File: config.mk
export PLATFORM = sky130hd
export DESIGN_NAME = eth_ipv4_rx_classifier_top
export DESIGN_NICKNAME = d
export VERILOG_FILES = /design/src/hdl/eirc_pkg.sv /design/src/hdl/eirc_front.sv /design/src/hdl/eirc_fifo.sv /design/src/hdl/eirc_back.sv /design/src/hdl/eth_ipv4_rx_classifier_top.sv
export SDC_FILE = /design/constraint.sdc
export NUM_CORES = 1
export LEC_CHECK = 0
export BUFFER_PORTS_ARGS = -buffer_cell sky130_fd_sc_hd__buf_2
export CORE_ASPECT_RATIO = 0.6
export CORE_MARGIN = 1.5
export CORE_UTILIZATION = 61
export DETAILED_ROUTE_END_ITERATION = 10
export PLACE_DENSITY = 0.87
export SYNTH_ARGS = -nofsm -noshare
export SYNTH_HDL_FRONTEND = slang
export SYNTH_HIERARCHICAL = 1
export SYNTH_SLANG_ARGS = --single-unit
export TNS_END_PERCENT = 1
File: constraint.sdc
create_clock -name clk -period 12.1 [get_ports clk]
set_clock_uncertainty 0.05 [all_clocks]
set_input_delay 0.605 -clock clk [delete_from_list [all_inputs] [get_ports clk]]
set_output_delay 0.605 -clock clk [all_outputs]
set_load 0.1 [all_outputs]
File: src/hdl/eirc_pkg.sv
// ----------------------------------------------------------------------------
// eirc_pkg
// shared types, codes and sizes of the ethernet / ipv4 receive classifier
// ----------------------------------------------------------------------------
package eirc_pkg;

	localparam int unsigned MAX_FRAME_LEN_DEF = 2048;
	localparam int unsigned COUNT_W           = 16;
	localparam int unsigned QUEUE_DEPTH       = 4;

	// frame layout
	localparam logic [15:0] ETH_LEN      = 16'd14;
	localparam logic [15:0] ARP_MIN_LEN  = 16'd42;
	localparam logic [15:0] IP_MIN_LEN   = 16'd34;
	localparam logic [5:0]  IPH_MIN      = 6'd20;
	localparam logic [15:0] ETYPE_IPV4   = 16'h0800;
	localparam logic [15:0] ETYPE_ARP    = 16'h0806;
	localparam logic [3:0]  IHL_MASK     = 4'hF;

	localparam logic [7:0]  PROTO_ICMP   = 8'd1;
	localparam logic [7:0]  PROTO_TCP    = 8'd6;
	localparam logic [7:0]  PROTO_UDP    = 8'd17;

	// verdict codes
	localparam logic [2:0] VERDICT_DROP  = 3'd0;
	localparam logic [2:0] VERDICT_ARP   = 3'd1;
	localparam logic [2:0] VERDICT_ICMP  = 3'd2;
	localparam logic [2:0] VERDICT_UDP   = 3'd3;
	localparam logic [2:0] VERDICT_TCP   = 3'd4;
	localparam logic [2:0] VERDICT_OTHER = 3'd5;

	// drop reasons
	localparam logic [2:0] DROP_NONE       = 3'd0;
	localparam logic [2:0] DROP_SHORT_ETH  = 3'd1;
	localparam logic [2:0] DROP_SHORT_ARP  = 3'd2;
	localparam logic [2:0] DROP_ETHERTYPE  = 3'd3;
	localparam logic [2:0] DROP_SHORT_IP   = 3'd4;
	localparam logic [2:0] DROP_BAD_IHL    = 3'd5;
	localparam logic [2:0] DROP_BAD_TOTLEN = 3'd6;
	localparam logic [2:0] DROP_NOT_US     = 3'd7;

	// configuration register word index
	localparam logic REG_LOCAL_IP = 1'b0;

	// everything the back end needs to classify one finished frame
	typedef struct packed {
		logic [15:0] frame_len;
		logic [15:0] ether_type;
		logic [3:0]  header_words;
		logic [15:0] total_length;
		logic [7:0]  protocol;
		logic [31:0] src_ip;
		logic [31:0] dst_ip;
		logic [47:0] src_mac;
		logic [31:0] frame_number;
	} frame_sum_t;

endpackage

File: src/hdl/eirc_front.sv
// ----------------------------------------------------------------------------
// eirc_front
// byte-wise header capture, one frame summary pushed per last byte
// ----------------------------------------------------------------------------
module eirc_front
	import eirc_pkg::*;
#(
	parameter int unsigned MAX_FRAME_LEN = MAX_FRAME_LEN_DEF
) (
	input  logic             clk,
	input  logic             arst_n,
	input  logic             byte_accept,
	input  logic [7:0]       frame_byte,
	input  logic             last_byte,
	output logic             push,
	output frame_sum_t       push_sum
);

	localparam logic [COUNT_W-1:0] MAX_LEN = COUNT_W'(MAX_FRAME_LEN);

	logic [COUNT_W-1:0] count_q;
	logic [15:0]        etype_q;
	logic [3:0]         hwords_q;
	logic [15:0]        totlen_q;
	logic [7:0]         proto_q;
	logic [31:0]        src_ip_q;
	logic [31:0]        dst_ip_q;
	logic [47:0]        mac_q;
	logic [31:0]        frames_q;

	logic [15:0]        etype_n;
	logic [3:0]         hwords_n;
	logic [15:0]        totlen_n;
	logic [7:0]         proto_n;
	logic [31:0]        src_ip_n;
	logic [31:0]        dst_ip_n;
	logic [47:0]        mac_n;
	logic [COUNT_W-1:0] count_n;

	// field capture by byte position (position is the count before this word)
	always_comb begin
		mac_n    = mac_q;
		etype_n  = etype_q;
		hwords_n = hwords_q;
		totlen_n = totlen_q;
		proto_n  = proto_q;
		src_ip_n = src_ip_q;
		dst_ip_n = dst_ip_q;
		if (count_q >= 16'd6 && count_q <= 16'd11) begin
			mac_n = {mac_q[39:0], frame_byte};
		end else if (count_q == 16'd12 || count_q == 16'd13) begin
			etype_n = {etype_q[7:0], frame_byte};
		end else if (count_q == 16'd14) begin
			hwords_n = frame_byte[3:0] & IHL_MASK;
		end else if (count_q == 16'd16 || count_q == 16'd17) begin
			totlen_n = {totlen_q[7:0], frame_byte};
		end else if (count_q == 16'd23) begin
			proto_n = frame_byte;
		end else if (count_q >= 16'd26 && count_q <= 16'd29) begin
			src_ip_n = {src_ip_q[23:0], frame_byte};
		end else if (count_q >= 16'd30 && count_q <= 16'd33) begin
			dst_ip_n = {dst_ip_q[23:0], frame_byte};
		end
		// saturating length
		count_n = (count_q < MAX_LEN) ? count_q + 1'b1 : count_q;
	end

	assign push = byte_accept && last_byte;

	always_comb begin
		push_sum.frame_len    = count_n;
		push_sum.ether_type   = etype_n;
		push_sum.header_words = hwords_n;
		push_sum.total_length = totlen_n;
		push_sum.protocol     = proto_n;
		push_sum.src_ip       = src_ip_n;
		push_sum.dst_ip       = dst_ip_n;
		push_sum.src_mac      = mac_n;
		push_sum.frame_number = frames_q + 32'd1;
	end

	always_ff @(posedge clk or negedge arst_n) begin
		if (!arst_n) begin
			count_q  <= '0;
			etype_q  <= '0;
			hwords_q <= '0;
			totlen_q <= '0;
			proto_q  <= '0;
			src_ip_q <= '0;
			dst_ip_q <= '0;
			mac_q    <= '0;
			frames_q <= '0;
		end else if (byte_accept) begin
			if (last_byte) begin
				// fresh start for the next frame
				count_q  <= '0;
				etype_q  <= '0;
				hwords_q <= '0;
				totlen_q <= '0;
				proto_q  <= '0;
				src_ip_q <= '0;
				dst_ip_q <= '0;
				mac_q    <= '0;
				frames_q <= frames_q + 32'd1;
			end else begin
				count_q  <= count_n;
				etype_q  <= etype_n;
				hwords_q <= hwords_n;
				totlen_q <= totlen_n;
				proto_q  <= proto_n;
				src_ip_q <= src_ip_n;
				dst_ip_q <= dst_ip_n;
				mac_q    <= mac_n;
			end
		end
	end

	a_count_sat: assert property (@(posedge clk) disable iff (!arst_n)
		count_q <= MAX_LEN)
		else $error("byte count above max frame length");

	a_clear_after_last: assert property (@(posedge clk) disable iff (!arst_n)
		push |=> (count_q == '0) && (mac_q == '0) && (dst_ip_q == '0))
		else $error("captures not cleared after last byte");

	a_frame_count: assert property (@(posedge clk) disable iff (!arst_n)
		push |=> frames_q == $past(frames_q) + 32'd1)
		else $error("frame counter did not advance");

endmodule

File: src/hdl/eirc_fifo.sv
// ----------------------------------------------------------------------------
// eirc_fifo
// short queue of frame summaries between front and back end
// ----------------------------------------------------------------------------
module eirc_fifo
	import eirc_pkg::*;
(
	input  logic       clk,
	input  logic       arst_n,
	input  logic       push,
	input  frame_sum_t push_sum,
	input  logic       pop,
	output frame_sum_t head_sum,
	output logic       empty,
	output logic       full
);

	localparam int unsigned PTR_W = $clog2(QUEUE_DEPTH);
	localparam int unsigned CNT_W = $clog2(QUEUE_DEPTH + 1);
	localparam logic [CNT_W-1:0] DEPTH_CNT = CNT_W'(QUEUE_DEPTH);

	frame_sum_t         mem_q [QUEUE_DEPTH];
	logic [PTR_W-1:0]   wr_ptr_q;
	logic [PTR_W-1:0]   rd_ptr_q;
	logic [CNT_W-1:0]   cnt_q;

	assign empty    = (cnt_q == '0);
	assign full     = (cnt_q == DEPTH_CNT);
	assign head_sum = mem_q[rd_ptr_q];

	always_ff @(posedge clk) begin
		if (push) begin
			mem_q[wr_ptr_q] <= push_sum;
		end
	end

	always_ff @(posedge clk or negedge arst_n) begin
		if (!arst_n) begin
			wr_ptr_q <= '0;
			rd_ptr_q <= '0;
			cnt_q    <= '0;
		end else begin
			if (push) begin
				wr_ptr_q <= (wr_ptr_q == PTR_W'(QUEUE_DEPTH - 1)) ? '0 : wr_ptr_q + 1'b1;
			end
			if (pop) begin
				rd_ptr_q <= (rd_ptr_q == PTR_W'(QUEUE_DEPTH - 1)) ? '0 : rd_ptr_q + 1'b1;
			end
			if (push && !pop) begin
				cnt_q <= cnt_q + 1'b1;
			end else if (pop && !push) begin
				cnt_q <= cnt_q - 1'b1;
			end
		end
	end

	a_no_overflow: assert property (@(posedge clk) disable iff (!arst_n)
		!(push && full))
		else $error("summary queue overflow");

	a_no_underflow: assert property (@(posedge clk) disable iff (!arst_n)
		!(pop && empty))
		else $error("summary queue underflow");

	a_count_range: assert property (@(posedge clk) disable iff (!arst_n)
		cnt_q <= DEPTH_CNT)
		else $error("queue count out of range");

endmodule

File: src/hdl/eirc_back.sv
// ----------------------------------------------------------------------------
// eirc_back
// frame classification and registered result word
// ----------------------------------------------------------------------------
module eirc_back
	import eirc_pkg::*;
(
	input  logic        clk,
	input  logic        arst_n,
	input  logic [31:0] local_ip,
	input  frame_sum_t  head_sum,
	input  logic        empty,
	output logic        pop,
	input  logic        result_ready,
	output logic        result_valid,
	output logic [2:0]  verdict,
	output logic [2:0]  drop_reason,
	output logic        learn_valid,
	output logic [31:0] source_ip,
	output logic [31:0] dest_ip,
	output logic [47:0] source_mac,
	output logic [6:0]  payload_offset,
	output logic [15:0] payload_length,
	output logic [31:0] frame_number
);

	logic [5:0]  hdr;
	logic [15:0] hdr16;
	logic [16:0] ip_end;
	logic [2:0]  verdict_c;
	logic [2:0]  reason_c;
	logic        learn_c;
	logic [6:0]  poff_c;
	logic [15:0] plen_c;
	logic        valid_q;

	assign hdr    = {head_sum.header_words, 2'b00};
	assign hdr16  = {10'd0, hdr};
	assign ip_end = {1'b0, ETH_LEN} + {1'b0, head_sum.total_length};

	// check order follows the header layout: eth, arp, ethertype, ip
	always_comb begin
		verdict_c = VERDICT_DROP;
		reason_c  = DROP_NONE;
		learn_c   = 1'b0;
		poff_c    = '0;
		plen_c    = '0;
		if (head_sum.frame_len < ETH_LEN) begin
			reason_c = DROP_SHORT_ETH;
		end else if (head_sum.ether_type == ETYPE_ARP) begin
			if (head_sum.frame_len >= ARP_MIN_LEN) begin
				verdict_c = VERDICT_ARP;
			end else begin
				reason_c = DROP_SHORT_ARP;
			end
		end else if (head_sum.ether_type != ETYPE_IPV4) begin
			reason_c = DROP_ETHERTYPE;
		end else if (head_sum.frame_len < IP_MIN_LEN) begin
			reason_c = DROP_SHORT_IP;
		end else if (hdr < IPH_MIN) begin
			reason_c = DROP_BAD_IHL;
		end else if (head_sum.frame_len < ETH_LEN + hdr16) begin
			reason_c = DROP_SHORT_IP;
		end else if (head_sum.total_length < hdr16 || ip_end > {1'b0, head_sum.frame_len}) begin
			reason_c = DROP_BAD_TOTLEN;
		end else if (head_sum.dst_ip != local_ip) begin
			reason_c = DROP_NOT_US;
		end else begin
			learn_c = 1'b1;
			poff_c  = 7'(ETH_LEN) + {1'b0, hdr};
			plen_c  = head_sum.total_length - hdr16;
			case (head_sum.protocol)
				PROTO_ICMP: verdict_c = VERDICT_ICMP;
				PROTO_UDP:  verdict_c = VERDICT_UDP;
				PROTO_TCP:  verdict_c = VERDICT_TCP;
				default:    verdict_c = VERDICT_OTHER;
			endcase
		end
	end

	// load the result register when it is free or being emptied
	assign pop          = !empty && (!valid_q || result_ready);
	assign result_valid = valid_q;

	always_ff @(posedge clk or negedge arst_n) begin
		if (!arst_n) begin
			valid_q <= 1'b0;
		end else if (pop) begin
			valid_q <= 1'b1;
		end else if (result_ready) begin
			valid_q <= 1'b0;
		end
	end

	always_ff @(posedge clk) begin
		if (pop) begin
			verdict        <= verdict_c;
			drop_reason    <= reason_c;
			learn_valid    <= learn_c;
			source_ip      <= head_sum.src_ip;
			dest_ip        <= head_sum.dst_ip;
			source_mac     <= head_sum.src_mac;
			payload_offset <= poff_c;
			payload_length <= plen_c;
			frame_number   <= head_sum.frame_number;
		end
	end

	a_learn_accepted: assert property (@(posedge clk) disable iff (!arst_n)
		result_valid && learn_valid |-> drop_reason == DROP_NONE &&
			(verdict == VERDICT_ICMP || verdict == VERDICT_UDP ||
			 verdict == VERDICT_TCP || verdict == VERDICT_OTHER))
		else $error("learn flag on a non-ip verdict");

	a_drop_has_reason: assert property (@(posedge clk) disable iff (!arst_n)
		result_valid && verdict == VERDICT_DROP |-> drop_reason != DROP_NONE)
		else $error("dropped frame without reason");

	a_hold_while_stalled: assert property (@(posedge clk) disable iff (!arst_n)
		result_valid && !result_ready |=> result_valid && $stable(frame_number))
		else $error("stalled result changed");

endmodule

File: src/hdl/eth_ipv4_rx_classifier_top.sv
// ----------------------------------------------------------------------------
// eth_ipv4_rx_classifier_top
// ethernet / ipv4 receive classifier with apb configuration
// ----------------------------------------------------------------------------
// frame bytes stream in at one word per clock while frame_ready is high, from
// the destination mac on, last_byte marking the end of a frame. a byte is
// accepted when frame_valid and frame_ready are both high; frame_ready only
// drops when the four-entry frame summary queue is full, which happens only
// when the result side stalls across several frames. one result word
// per frame appears after its last byte has passed through the queue and then
// the classification register, when that register can take it. configure
// local_ip over apb at word 0 while no frame is in flight.
// ----------------------------------------------------------------------------
module eth_ipv4_rx_classifier_top
	import eirc_pkg::*;
#(
	parameter int unsigned MAX_FRAME_LEN = MAX_FRAME_LEN_DEF
) (
	input  logic        clk,
	input  logic        arst_n,
	// apb configuration port
	input  logic        psel,
	input  logic        penable,
	input  logic        pwrite,
	input  logic [2:0]  paddr,
	input  logic [31:0] pwdata,
	output logic [31:0] prdata,
	output logic        pready,
	// frame byte stream
	input  logic        frame_valid,
	output logic        frame_ready,
	input  logic [7:0]  frame_byte,
	input  logic        last_byte,
	// classification results
	output logic        result_valid,
	input  logic        result_ready,
	output logic [2:0]  verdict,
	output logic [2:0]  drop_reason,
	output logic        learn_valid,
	output logic [31:0] source_ip,
	output logic [31:0] dest_ip,
	output logic [47:0] source_mac,
	output logic [6:0]  payload_offset,
	output logic [15:0] payload_length,
	output logic [31:0] frame_number
);

	logic [31:0] local_ip_q;
	logic        cfg_write;
	logic        byte_accept;
	logic        push;
	logic        pop;
	logic        q_empty;
	logic        q_full;
	frame_sum_t  push_sum;
	frame_sum_t  head_sum;

	// apb: zero wait states, word index in paddr[2], byte lanes ignored
	assign pready    = 1'b1;
	assign cfg_write = psel && penable && pwrite && pready && (paddr[2] == REG_LOCAL_IP);
	assign prdata    = (paddr[2] == REG_LOCAL_IP) ? local_ip_q : 32'd0;

	always_ff @(posedge clk or negedge arst_n) begin
		if (!arst_n) begin
			local_ip_q <= '0;
		end else if (cfg_write) begin
			local_ip_q <= pwdata;
		end
	end

	// input stalls whenever the frame summary queue is full
	assign frame_ready = !q_full;
	assign byte_accept = frame_valid && frame_ready;

	// front end: per-byte header capture
	eirc_front #(
		.MAX_FRAME_LEN(MAX_FRAME_LEN)
	) u_front (
		.clk        (clk),
		.arst_n     (arst_n),
		.byte_accept(byte_accept),
		.frame_byte (frame_byte),
		.last_byte  (last_byte),
		.push       (push),
		.push_sum   (push_sum)
	);

	// decoupling queue of finished frame summaries
	eirc_fifo u_fifo (
		.clk     (clk),
		.arst_n  (arst_n),
		.push    (push),
		.push_sum(push_sum),
		.pop     (pop),
		.head_sum(head_sum),
		.empty   (q_empty),
		.full    (q_full)
	);

	// back end: verdict, drop reason, learn data
	eirc_back u_back (
		.clk           (clk),
		.arst_n        (arst_n),
		.local_ip      (local_ip_q),
		.head_sum      (head_sum),
		.empty         (q_empty),
		.pop           (pop),
		.result_ready  (result_ready),
		.result_valid  (result_valid),
		.verdict       (verdict),
		.drop_reason   (drop_reason),
		.learn_valid   (learn_valid),
		.source_ip     (source_ip),
		.dest_ip       (dest_ip),
		.source_mac    (source_mac),
		.payload_offset(payload_offset),
		.payload_length(payload_length),
		.frame_number  (frame_number)
	);

endmodule

### After elaboration in Yosys (flattened, before gate mapping)

Memory sizes are Yosys's and may differ from the RTL's.
Index checks and enable logic that the tools add are counted.

* register bits after elaboration: 418
* RAM bits: 816
* input bits: 51
* output and inout bits: 209
* word-level logic and storage cells: 154
* memories kept: 1

Memories
* u_fifo.mem_q: words 4, bits a word 204, read ports 1, clocked after Yosys merged registers in 0, write ports 1, line eirc_fifo.sv:22 `frame_sum_t mem_q [QUEUE_DEPTH];`

* add/subtract/negate cells: 10
* $lt $le $gt $ge: 14
* equal/unequal tests: 15
* muxes and demuxes: 64
* bitwise operators: 1
* reductions and logical operators: 26

Operators with widths (number)
* 2-to-1 mux 32 bit: 16
* 2-to-1 mux 16 bit: 10
* 2-to-1 mux 48 bit: 2
* equality test 16 x 4 -> 1 bit (second input constant): 3
* equality test 16 x 5 -> 1 bit (second input constant): 3
* 2-to-1 mux 3 bit: 16
* 2-to-1 mux 8 bit: 6
* adder 32 x 1 -> 32 bit (second input constant): 1
* >= comparator 16 x 5 -> 1 bit (second input constant): 2
* inequality test 32 bit: 1
* adder 4 x 16 -> 17 bit (first input constant): 1
* greater-than comparator 17 x 16 -> 1 bit: 1
* adder 16 x 1 -> 16 bit (second input constant): 1
* equality test 16 x 12 -> 1 bit (second input constant): 1
* >= comparator 16 x 3 -> 1 bit (second input constant): 1
* >= comparator 16 x 6 -> 1 bit (second input constant): 1
* <= comparator 16 x 4 -> 1 bit (second input constant): 1
* <= comparator 16 x 5 -> 1 bit (second input constant): 1
* <= comparator 16 x 6 -> 1 bit (second input constant): 1
* less-than comparator 16 x 12 -> 1 bit (second input constant): 1
* less-than comparator 16 bit: 1
* less-than comparator 16 x 4 -> 1 bit (second input constant): 1
* less-than comparator 16 x 6 -> 1 bit: 1
* less-than comparator 16 x 6 -> 1 bit (second input constant): 1
* other kinds (25): 56

### Depth between registers and ports, before layout

Gate-level depths: netlist of run 1.

* depth after elaboration: 10
* depth in mapped cells: 17
* gate-level depth less buffers: 13

### Hierarchy

Netlist of run 1, hierarchy kept.

By module, submodules not included
* eirc_fifo: times used 1, cells an instance 1103, area each 29839.9 um2, sequential area each 24678.7 um2
* eirc_front: times used 1, cells an instance 1147, area each 10851.7 um2, sequential area each 5104.9 um2
* eirc_back: times used 1, cells an instance 469, area each 7364.6 um2, sequential area each 5220.0 um2
* eth_ipv4_rx_classifier_top: times used 1, cells an instance 107, area each 1564.0 um2, sequential area each 800.8 um2

### Least setup slack after synthesis of run 1

No wires, ideal clock.

* path kind: register -> register
* start: register u_back.valid_q (netlist: u_back/result_valid)
* end: register u_fifo.cnt_q[1]
* library setup time: 125 ps
* arrival: 10888 ps
* data required time: 11925 ps
* path slack: 1038 ps
* stages on the path, launching flop included: 7
* buffers on the path: 0
* clock period less this slack: 11062 ps
* cell sequence: dfrtp_1 > a21oi_1 > inv_1 > ha_1 > inv_1 > fa_1 > mux2_2

* longest elaborated chain between the ends: 6
* elaborated cells on any way between the ends: 8
* classes of those cells: mux: 1; reduce/logical: 7

Ends and longest elaborated chain
* start: declaration: line eirc_back.sv:35 `logic valid_q;`
* start signal: assignment: line eirc_back.sv:87 `valid_q <= 1'b0;`
* start signal: assignment: line eirc_back.sv:89 `valid_q <= 1'b1;`
* start signal: assignment: line eirc_back.sv:91 `valid_q <= 1'b0;`
* logical NOT 1 bit (*): line eirc_back.sv:82 `assign pop = !empty && (!valid_q || result_ready);`
* logical OR 1 bit (*): line eirc_back.sv:82
* logical AND 1 bit (*): line eirc_back.sv:82
* named net pop: line eth_ipv4_rx_classifier_top.sv:52 `logic pop;`
* logical NOT 1 bit: line eirc_fifo.sv:49 `if (push && !pop) begin`
* logical AND 1 bit: line eirc_fifo.sv:49
* 2-to-1 mux 3 bit / nonzero test 2 bit (equally long branches)
* end signal: assignment: line eirc_fifo.sv:50 `cnt_q <= cnt_q + 1'b1;`
* end signal: assignment: line eirc_fifo.sv:52 `cnt_q <= cnt_q - 1'b1;`
* end: declaration: line eirc_fifo.sv:25 `logic [CNT_W-1:0] cnt_q;`

The timed path passes the listed nets; every way through them passes the cells marked *.
A chain may end at the register's enable or synchronous reset.

==> results of run 1 <==
registers in the layout, indices dropped and copies added (netlist names), 8 cells and up:
name                   count
u_front/count_q           16
u_front/dst_ip_q          32
u_front/src_ip_q          32
u_front/etype_q           16
u_fifo/mem_q             816
u_front/proto_q            8
u_front/frames_q          32
local_ip_q                32
u_back/source_mac         48
u_back/payload_length     16
u_front/mac_q             48
u_back/source_ip          32
u_back/frame_number       32
u_back/dest_ip            32
u_front/totlen_q          16
cell type report:
| class | count | share of cell area [%] |
|---|---|---|
| Inverter | 60 | 0.406 |
| Sequential cell | 1233 | 64.5 |
| Antenna cell | 1 | 0.00451 |
| Multi-Input combinational cell | 1374 | 23.1 |
| Tap cell | 1066 | 2.40 |
| Clock inverter | 61 | 1.34 |
| Clock buffer | 141 | 5.34 |
| Timing Repair Buffer | 292 | 2.95 |
cells by family (layout without fill, tap and decap cells):
kind of cell	count (synthesis)	in the layout	share of synthesized area, %
compound gates	275	275	4.32
xor+xnor	132	132	2.33
fa+ha+maj	41	41	1.06
buf+inv	219	554	2.18
flops	1233	1233	72.2
mux	294	294	11.5
other cells	2	3	0.0151
simple gates	630	630	6.40
worst min path at each step:
stage,depth (start not counted),end
floorplan,0,local_ip_q[0]
global placement,1,u_fifo/cnt_q[2]
CTS,2,local_ip_q[6]
global route,2,local_ip_q[9]
finish,2,local_ip_q[9]
detailed placement,1,u_front/dst_ip_q[27]
power by group:
part           internal, uW  total [uW]  leakage [uW]  switching (uW)
logic                  1280        4880       0.00624            3600
clock network          2060        3590       0.00183            1540
registers              5410        5740        0.0126             332
total                  8750       14200        0.0207            5470
cells in the final DEF (no fill, tap or decap), types with 12 or more instances in the layout:
| cell | synthesis | final |
|---|---|---|
| a22o_1 | 121 | 121 |
| a22oi_1 | 16 | 16 |
| a31oi_1 | 13 | 12 |
| buf_2 | 46 | 254 |
| buf_4 | 6 | 31 |
| bufinv_16 | 0 | 15 |
| clkbuf_1 | 78 | 19 |
| clkbuf_16 | 0 | 108 |
| clkbuf_8 | 0 | 14 |
| clkinv_2 | 0 | 26 |
| dfrtp_1 | 244 | 242 |
| edfxtp_1 | 989 | 989 |
| ha_1 | 39 | 39 |
| inv_1 | 58 | 58 |
| mux2_2 | 60 | 60 |
| mux2_4 | 30 | 30 |
| mux4_2 | 204 | 204 |
| nand2_1 | 321 | 321 |
| nand2b_1 | 25 | 25 |
| nand3_1 | 37 | 37 |
| nand4_1 | 16 | 16 |
| nor2_1 | 51 | 50 |
| nor2b_1 | 37 | 36 |
| nor3_1 | 29 | 28 |
| nor4_1 | 29 | 28 |
| nor4_2 | 11 | 12 |
| o21ai_0 | 38 | 38 |
| o221ai_1 | 16 | 16 |
| o2bb2ai_1 | 17 | 17 |
| or3_1 | 14 | 14 |
| xnor2_1 | 55 | 55 |
| xor2_1 | 77 | 77 |
layer usage:
metal | vias up | part of all wire [%]
met4 | 10 | 3.0
met3 | 259 | 9.8
li1 | 11438 | -
met2 | 1687 | 49
met1 | 14142 | 38
met5 | - | 0.046
metrics by stage:
| step | utilization (%) | total power [uW] | cells | hold WS, ns |
|---|---|---|---|---|
| after floorplan | - | 9750 | 2826 | 0.259 |
| after global placement | 64.7 | 10500 | 4023 | 0.423 |
| after detailed placement | 64.7 | 10600 | 4023 | 0.437 |
| after CTS | 69.4 | 14300 | 4226 | 0.0641 |
| after global routing | 69.4 | 14700 | 4227 | 0.0763 |
| final | 69.4 | 14200 | 4228 | 0.0896 |
==> run metrics, run 1 <==
count of unique library cells instantiated by Yosys 72; DR vias 27.5k; antenna-violating nets left 0; global-route wire length before repair 171000 um; nets 3159; Final setup viols 0; Yosys top cell by area edfxtp_1; reg2reg end u_back/verdict[0]; Placement Cell Area 51800 um^2; max incr delay on CP 1.02 ns; HPWL after DPL 64300 um; Fin. Hold Viols 0; area taken by multi-input logic gates 12800 um^2; Yosys warnings 6; largest net degree at the start of global routing 164; Setup crit end kind flop; Starting Density 62.0%; Via density 6.51; unrepaired setup endpoints after global routing no; clock latency on the worst-skew pair 0.69 ns; row cnt 80; Core ar. 80000 um^2; Hold Startpoint pwdata[9]; final instance area 55500 um^2; GRT met3 Usage 5.83%; crit path launch u_fifo/rd_ptr_q[0]; PD cells 256 nW/um^2; Post-Place Setup Slack 6.03 ns; Slew @ Worst Pin 1.49 ns; Post-CTS Setup Inserts 0; TritonCTS clock tree done; CP Max Fanout 42; Syn Area/Cell 17.6 um^2; GRT busiest layer met2; Reg clk slew, reported paths 0.07 ns; CP top delay family buffers and inverters; total CTS buffers 106; GRT Util Overall 27.4%; Max Slew Vio Count 0; CTS Buffer Depth 3; total leakage power 0.0207 uW; Clock Sinks 1233; initial antenna violation count 6; Post-synth EDFFs 989; Achievable Freq 165 MHz; CP startpoint kind flop; critical path class flop to flop; Setup WS post-layout 6.06 ns; GRT Residual Overflow 0; max-cap violation count 0; outcome completed; reg-to-reg setup timing slack 6.06 ns; Layout area overhead 11.9%; routability cong. 0.858; drt first pass iters 6; Sequential cell area 35800 um^2; share of cells above drive strength 1 25.8%; worst reg2reg path depth 11; top cells by area, synth edfxtp_1, dfrtp_1, mux4_2, nand2_1, a22o_1; Top FF cell, synth edfxtp_1; share of the synthesized area in the top cell type 59.9%; fillcell total 4545; CP cell instances buf_4 > buf_4 > mux4_2 > ha_1 > fa_1 > nand2b_1 > a21oi_1 > nor3_2 > inv_1 > nand4b_4 > o41ai_1; Synth async-reset ratio 19.8%; routed wire length 114000 um; CP Data Required Time 12.54 ns; I/O pin count 260; Post-synth top cells edfxtp_1, nand2_1, dfrtp_1; Slew headroom 0.681%; GRT met2 Usage 42.8%; initial DRC count 3484; cell with the most instances after synthesis edfxtp_1; FF-to-FF Start u_fifo/rd_ptr_q[0]; crit path to u_back/verdict[0]; Final period util 50.0%; Syn Inst Count 2826; H-tree Lvls 3; Resized cells post-CTS 0; Crit-path slowest cell dfrtp_4; CP arrival 6.49 ns; DRC viols 0; hold_buf cts 1; syn_nets 2918; vias in the first global route 27.6k; Worst path most repeated cell buf_4; class of the worst hold path input port to flop; Max IR drop VDD 0.167 mV; WL/cell 26.9 um; Setup Total Neg Slack 0 ns; met1 GRT Util 39.3%; Syn Std Cell Area 49600 um^2; #FFs+latches synth 1233; Levels on crit path 11; Chip Height 224 um; Clock Tree Root clkbuf_16; die width 371 um; Port Buf Inserts 255; critical path buffer and inverter count 3; sequential area share after synthesis 72.2%; crit path time final 6.04 ns; die area 83100 um^2
(Power assumes the default switching activity.)
==> inputs of run 2 (changes only) <==
- CORE_UTILIZATION: 61 -> 55
- PLACE_DENSITY: 0.87 -> 0.83
- clock period: 12.1 -> 5.1 ns (I/O delays scaled with it)
==> run 2 against run 1 <==
- die area increased by 11%
- routed wire length decreased by 3.0%
- setup slack got worse by 5.6 ns
- sequential power increased by 140%
- register-to-register slack got worse by 5.6 ns
- global-route usage decreased by 3.0 points
- total power increased by 140%
- clock power increased by 130%
- first-iteration DRC count decreased by 5.0%
- core utilization decreased by 6.7 points
- non-clock buffer count increased by 57
- hold slack got worse by 0.0055 ns
==> run metrics, run 2 (synthesized netlist as in run 1, its figures left out) <==
Starting Density 55.4% (-6.6 points); row cnt 85 (+6.3%); unrepaired setup endpoints after global routing no; Max Slew Vio Count 0 (unchanged); die width 391 um (+5.3%); Via density 6.13 (-5.9%); global-route wire length before repair 169000 um (-1.3%); CP arrival 5.05 ns (-1.44 ns); die area 92100 um^2 (+11%); DRC viols 0 (unchanged); Achievable Freq 217 MHz (+31%); GRT Residual Overflow 0 (unchanged); CTS Buffer Depth 3 (unchanged); initial antenna violation count 6 (unchanged); CP startpoint kind flop; share of cells above drive strength 1 25.7% (-0.067 points); clock latency on the worst-skew pair 0.70 ns (about the same); Slew headroom 20.3% (+20 points); Setup crit end kind flop; PD cells 595 nW/um^2 (+130%); Resized cells post-CTS 0 (unchanged); commonest non-fill, non-tap cell in the layout edfxtp_1; TritonCTS clock tree done; Clock Tree Root clkbuf_16; DR vias 27.2k (-1.3%); max reg flops 816 (unchanged); max-cap violation count 0 (unchanged); WL/cell 24.9 um (-7.5%); hold_buf cts 36 (+35); Clock Sinks 1233 (unchanged); routability cong. 0.884 (+3.0%); Final setup viols 0 (unchanged); CP Data Required Time 5.54 ns (-7.00 ns); Layout area overhead 13.2%; GRT Util Overall 24.4% (-3.0 points); Max IR drop VDD 0.454 mV (+170%); vias in the first global route 27.1k (-1.9%); class of the worst hold path input port to async pin; Slew @ Worst Pin 1.20 ns (-0.294 ns); outcome completed; CP Max Fanout 35 (-17%); Final period util 90.5% (+41 points); crit path launch u_fifo/rd_ptr_q[1]; total leakage power 0.0208 uW (+0.84%); critical path class flop to flop; I/O pin count 260 (unchanged); Port Buf Inserts 255 (unchanged); top flop regs u_fifo/mem_q: 816 flops, u_back/source_mac: 48 flops, u_front/mac_q: 48 flops; Core ar. 89500 um^2 (+12%); total CTS buffers 106 (unchanged); Chip Height 236 um (+5.2%); Most flops, register u_fifo/mem_q; Setup Total Neg Slack 0 ns (unchanged); initial DRC count 3309 (-5.0%); HPWL after DPL 67100 um (+4.4%); Post-CTS Setup Inserts 0 (unchanged); Reg clk slew, reported paths 0.07 ns (about the same); fillcell total 5996 (+32%); Fin. Hold Viols 0 (unchanged); FF-to-FF Start u_fifo/rd_ptr_q[1]; crit path time final 4.62 ns (-1.43 ns); drt first pass iters 5 (-1); antenna-violating nets left 0 (unchanged); routed wire length 110000 um (-3.0%); nets 3216 (+1.8%); largest net degree at the start of global routing 110 (-33%); most frequent cells in the layout edfxtp_1, nand2_1, buf_2, dfrtp_1, mux4_2; H-tree Lvls 3 (unchanged); Pwr Total 33400 uW (+140%)
-- run 2: cell types whose count changed in the layout (fill, tap and decap cells not counted), moves of 2 or more --
cell           change
clkinv_8           -2
buf_4             +13
clkinvlp_4         +3
inv_8              -2
dlygate4sd3_1     +35
buf_12            +10
clkbuf_1           +9
bufinv_16          -8
clkinv_2           -6
-- run 2: layout make-up --
class | instances | area [um^2] | area share [%]
antenna | 1 | 2.50 | 0.00445
inverter | 60 | 225 | 0.401
timing repair buffer | 349 | 2260 | 4.02
multi-input combinational | 1374 | 12800 | 22.8
tap | 1218 | 1520 | 2.71
clock inverter | 49 | 503 | 0.895
clock buffer | 151 | 3030 | 5.39
sequential | 1233 | 35800 | 63.8
-- run 2: per-stage QoR --
| stage | hold WS [ns] | setup WS (ns) | utilization (%) | area, um^2 | std cells |
|---|---|---|---|---|---|
| after floorplan | -0.0906 | -1.37 | - | 49600 | 2826 |
| after global placement | 0.286 | 0.754 | 58.4 | 52300 | 4198 |
| after detailed placement | 0.275 | 0.580 | 58.4 | 52300 | 4198 |
| after CTS | 0.0568 | 0.547 | 62.7 | 56200 | 4434 |
| after global routing | 0.0919 | 0.167 | 62.7 | 56200 | 4434 |
| final | 0.0842 | 0.483 | 62.7 | 56200 | 4435 |
-- run 2: per-layer routing --
metal	wire length (um)	GRT usage, %	up-vias
li1	-	-	11555
met1	47200	37.6	14114
met2	49800	35.2	1328
met3	10700	5.65	191
met4	2510	6.36	2
met5	13	0	-
-- run 2: worst paths after layout --
kind | to | slack [ns] | cells after the start
setup / recovery | u_back/payload_length[1] | 0.48 | 14
hold / removal | u_front/src_ip_q[19] | 0.08 | 2
setup reg to reg | u_back/payload_length[1] | 0.48 | 14
hold reg to reg | u_front/proto_q[6] | 0.45 | 1
max in group asynchronous | u_front/etype_q[0] | 3.63 | 3
min in group clk | u_front/totlen_q[5] | 0.11 | 3
-- run 2: report_power, final --
group / switching [uW] / internal, uW / leakage [uW]
Sequential: 710 / 12800 / 0.0126
Combinational: 8640 / 3140 / 0.00653
Clock: 3600 / 4520 / 0.00172
-- run 2: worst max-delay path: stages, from the launching register on --
cell	delay, ns
dfrtp_4	0.80
mux4_2	0.34
inv_1	0.12
ha_1	0.27
a21oi_1	0.44
nand3_1	0.16
xnor2_1	0.16
ha_1	0.32
nand3_1	0.14
nor3_1	0.40
nand3_1	0.15
o211ai_2	0.13
nand4b_4	0.30
buf_4	0.31
nor4_1	0.29
